[config.mk]
export PLATFORM = sky130hd
export DESIGN_NAME = rlecd_front
export DESIGN_NICKNAME = d
export VERILOG_FILES = /design/src/rtl/core/rlecd_pkg.sv /design/src/rtl/core/rlecd_front.sv
export SDC_FILE = /design/constraint.sdc
export NUM_CORES = 1
export LEC_CHECK = 0
export BUFFER_PORTS_ARGS = -buffer_cell sky130_fd_sc_hd__buf_2
export CORE_MARGIN = 8
export CORE_UTILIZATION = 30
export DETAILED_ROUTE_END_ITERATION = 6
export GPL_TIMING_DRIVEN = 1
export MAX_ROUTING_LAYER = met4
export SETUP_SLACK_MARGIN = 0.15
export SYNTH_ARGS = -nofsm -noshare
export SYNTH_HDL_FRONTEND = slang
export SYNTH_SLANG_ARGS = --single-unit
[constraint.sdc]
create_clock -name clock -period 3.68 [get_ports clock]
set_input_delay 0.552 -clock clock [delete_from_list [all_inputs] [get_ports clock]]
set_output_delay 0.552 -clock clock [all_outputs]
set_load 0.005 [all_outputs]
[src/rtl/core/rlecd_pkg.sv]
`timescale 1ns / 1ps
`default_nettype none

package rlecd_pkg;

   typedef enum logic [1:0] {
      OP_LOAD  = 2'd0,
      OP_START = 2'd1,
      OP_FWD   = 2'd2,
      OP_BWD   = 2'd3
   } op_type;

   typedef struct packed {
      op_type     op;
      logic [7:0] value;
      logic [7:0] run;
   } cmd_type;

   localparam int PairWidth    = 16;
   localparam int HeightWidth  = 5;
   localparam logic [HeightWidth-1:0] HeightReset = 5'd15;

endpackage

`default_nettype wire

[src/rtl/core/rlecd_front.sv]
`timescale 1ns / 1ps
`default_nettype none

module rlecd_front
   import rlecd_pkg::*;
(
   input  wire         clock,
   input  wire         reset,
   input  wire         req_valid,
   output logic        req_ready,
   input  wire [1:0]   req_kind,
   input  wire [7:0]   req_value,
   input  wire [7:0]   req_run,
   output logic        cmd_valid,
   input  wire         cmd_ready,
   output cmd_type     cmd
);

   cmd_type     slot_ff [2];
   logic        wr_ptr_ff, wr_ptr_in;
   logic        rd_ptr_ff, rd_ptr_in;
   logic [1:0]  count_ff, count_in;
   logic        push, pop;
   cmd_type     incoming;

   always_comb begin
      incoming.op    = op_type'(req_kind);
      incoming.value = req_value;
      incoming.run   = req_run;
   end

   assign req_ready = (count_ff != 2'd2);
   assign cmd_valid = (count_ff != 2'd0);
   assign cmd       = slot_ff[rd_ptr_ff];
   assign push      = req_valid && req_ready;
   assign pop       = cmd_valid && cmd_ready;

   always_comb begin
      wr_ptr_in = push ? ~wr_ptr_ff : wr_ptr_ff;
      rd_ptr_in = pop ? ~rd_ptr_ff : rd_ptr_ff;
      count_in  = count_ff + {1'b0, push} - {1'b0, pop};
   end

   always_ff @(posedge clock) begin
      if (reset) begin
         wr_ptr_ff <= 1'b0;
         rd_ptr_ff <= 1'b0;
         count_ff  <= 2'd0;
      end else begin
         wr_ptr_ff <= wr_ptr_in;
         rd_ptr_ff <= rd_ptr_in;
         count_ff  <= count_in;
      end
   end

   always_ff @(posedge clock) begin
      if (push) begin
         slot_ff[wr_ptr_ff] <= incoming;
      end
   end

endmodule

`default_nettype wire

==> impl_metrics.tcl <==
set metrics [dict create \
    p_seq_frac 0.531 \
    endpoint_kind "primary output" \
    cp-start-kind "register" \
    clk_pin_slew_ns 0.07 \
    first_pass_iters 3 \
    p_sw_w 0.000308 \
    rsz0062_at_grt "false" \
    fin_ws_ns 1.32 \
    synthCells 80 \
    hold_buffers 0 \
    drive_above_1_share 0.551 \
    num_rows 26 \
    relSlewSlack 0.338 \
    portBuffers 41 \
    start_util 0.310 \
    area_delta_synth_final_pct 22.3 \
    postSynthAreaPerCell_um2 19.8 \
    fin_setup_tns_ns 0 \
    hold_viol_final 0 \
    internal_power_w 0.000904 \
    combPwrFrac 0.250 \
    grt.busiest_layer "met2" \
    yosysSeqAreaShare 0.747 \
    synth.distinct_cells 16 \
    use_met1 0.0684 \
    p_total_w 0.00121 \
    wl_um 2770 \
    p_per_area_mw_per_mm2 627 \
    dr_total_vias 816 \
    cts_root_buf "clkbuf_8" \
    numClockSinks 41 \
    arrival_ns 1.81 \
    pin_count 42 \
    final_net_count 150 \
    grt_pass1_vias 854 \
    final_area_mm2 0.00193 \
    ys_warn_count 0 \
    max-cap-violations 0 \
    cts_buffers 5 \
    power.leakage_nw 0.753 \
    antenna_found_initial 0 \
    post_dp_cell_area_mm2 0.00185 \
    ir_drop_uv 173 \
    route.detailed.drc 0 \
    post-route-period-util 0.641 \
    crit_fanout 18 \
    viasPerCell 4.14 \
    final_max_slew_viol_count 0 \
    postRouteAntennaNets 0 \
    grt_pass1_wl_um 4180 \
    clk-insertion-delay-late_ns 0.28 \
    hpwl_um 2060 \
    dp_slack_ns 1.58 \
    required_ns 3.13 \
    min_from "req_value[6]" \
    core_area_mm2 0.00511 \
    status "finished clean" \
    die-area_mm2 0.00785 \
    h-tree-depth 2 \
    cts_buffer_depth 2 \
    grt_max_degree 19 \
    met3_usage 0.0344 \
    synth_top_area_cell "edfxtp_1" \
    rr_startpoint "count_ff[0]" \
    worstSetupPathType "reg -> out" \
    synth_top_area_share 0.684 \
    cts.repair.resized 0 \
    postCtsSetupBuffers 0 \
    min_period_ns 2.36 \
    synth-seq-cells 41 \
    fmax_ghz 0.424 \
    tritoncts "built" \
    grt_use_total 0.0766 \
    hold_path_class "in -> reg" \
    ys_top_cells_by_area "edfxtp_1, mux2_4, dfxtp_1" \
    syn_area_mm2 0.00158 \
    drt_iter0_markers 33 \
    globalRouteMet2Util 0.129 \
    synth_nets 104 \
    routedWlPerCell_um 14.1 \
    setup_viol 0 \
    grt_overflow 0 \
    worst_pin_slew_ns 0.992 \
    die_y_um 88.6 \
    fin_skew_ns 0.00433 \
    n_antenna_cell 0 \
    pwr-share-clk 0.219 \
    die_w_um 88.6 \
    swShare 0.254 \
    hold_slack_ns 0.460 \
    place_congestion 0.669 \
]
==> synthesized netlist by cell type <==
library cell,number
and3_1,1
buf_6,2
dfxtp_1,5
edfxtp_1,36
ha_1,2
inv_1,1
mux2_2,8
mux2_4,11
nand2_2,1
nand2b_2,1
nor2_1,5
nor2b_1,2
o21a_2,1
or2_2,1
xnor2_1,2
xor2_1,1
==> stage by stage <==
step	util	std cells
floorplan	-	80
global placement	0.363	189
detailed placement	0.363	189
CTS	0.379	197
global route	0.379	197
finish	0.379	197
==> worst max-delay path, stage by stage, from the launching register on <==
cell and delay [ns]:
dfxtp_1 0.98, mux2_2 0.42, buf_2 0.13
==> sequential cells by signal, summed over array words and instances (netlist names), named ones only <==
name / cells
rd_ptr_ff: 1
count_ff: 2
slot_ff: 36
wr_ptr_ff: 1
==> worst paths after layout <==
check | to | slack (ns) | depth (start not counted)
max | cmd[1] | 1.32 | 2
min | slot_ff[1][14] | 0.46 | 1
max reg2reg | slot_ff[0][10] | 1.94 | 3
min reg2reg | rd_ptr_ff | 0.52 | 2
==> power groups by stage <==
stage | registers [W] | clock network [W] | logic [W]
4_1_cts | 0.000646 | 0.000278 | 0.000313
2_1_floorplan | 0.000617 | 0 | 0.000234
6_report | 0.000643 | 0.000266 | 0.000303
3_3_place_gp | 0.000650 | 0 | 0.000301
5_1_grt | 0.000655 | 0.000296 | 0.000333
3_5_place_dp | 0.000656 | 0 | 0.000312
==> layout make-up <==
class                           count  area (um^2)
Timing Repair Buffer               41          205
Clock buffer                        8         80.1
Multi-Input combinational cell     36          377
Inverter                            1         3.75
Tap cell                           70         87.6
Sequential cell                    41         1180
Fill cell                         491         3170
==> layout by cell type (no fill, tap or decap) <==
cell and n:
and3_1 1, buf_2 41, clkbuf_1 3, clkbuf_8 5
dfxtp_1 5, edfxtp_1 36, ha_1 2, inv_1 1
mux2_2 8, mux2_4 11, nand2_2 1, nand2b_2 1
nor2_1 4, nor2_2 1, nor2b_1 2, o21a_2 1
or2_2 1, xnor2_1 2, xor2_1 1
==> cell families (layout without fill, tap and decap cells) <==
kind of cell,count (synthesis),count (layout),share of synthesized area
mux,19,19,0.161
simple gates,11,11,0.0372
fa+ha+maj,2,2,0.0158
compound gates,1,1,0.00554
buf+inv,3,50,0.0166
flops,41,41,0.747
xor+xnor,3,3,0.0166
==> per-layer routing <==
metal / vias up / part of all wire
li1: 392 / -
met1: 388 / 0.37
met2: 30 / 0.51
met3: 6 / 0.093
met4: 0 / 0.026
met5: - / 0
Note: power is estimated with default switching activity, not from simulation.
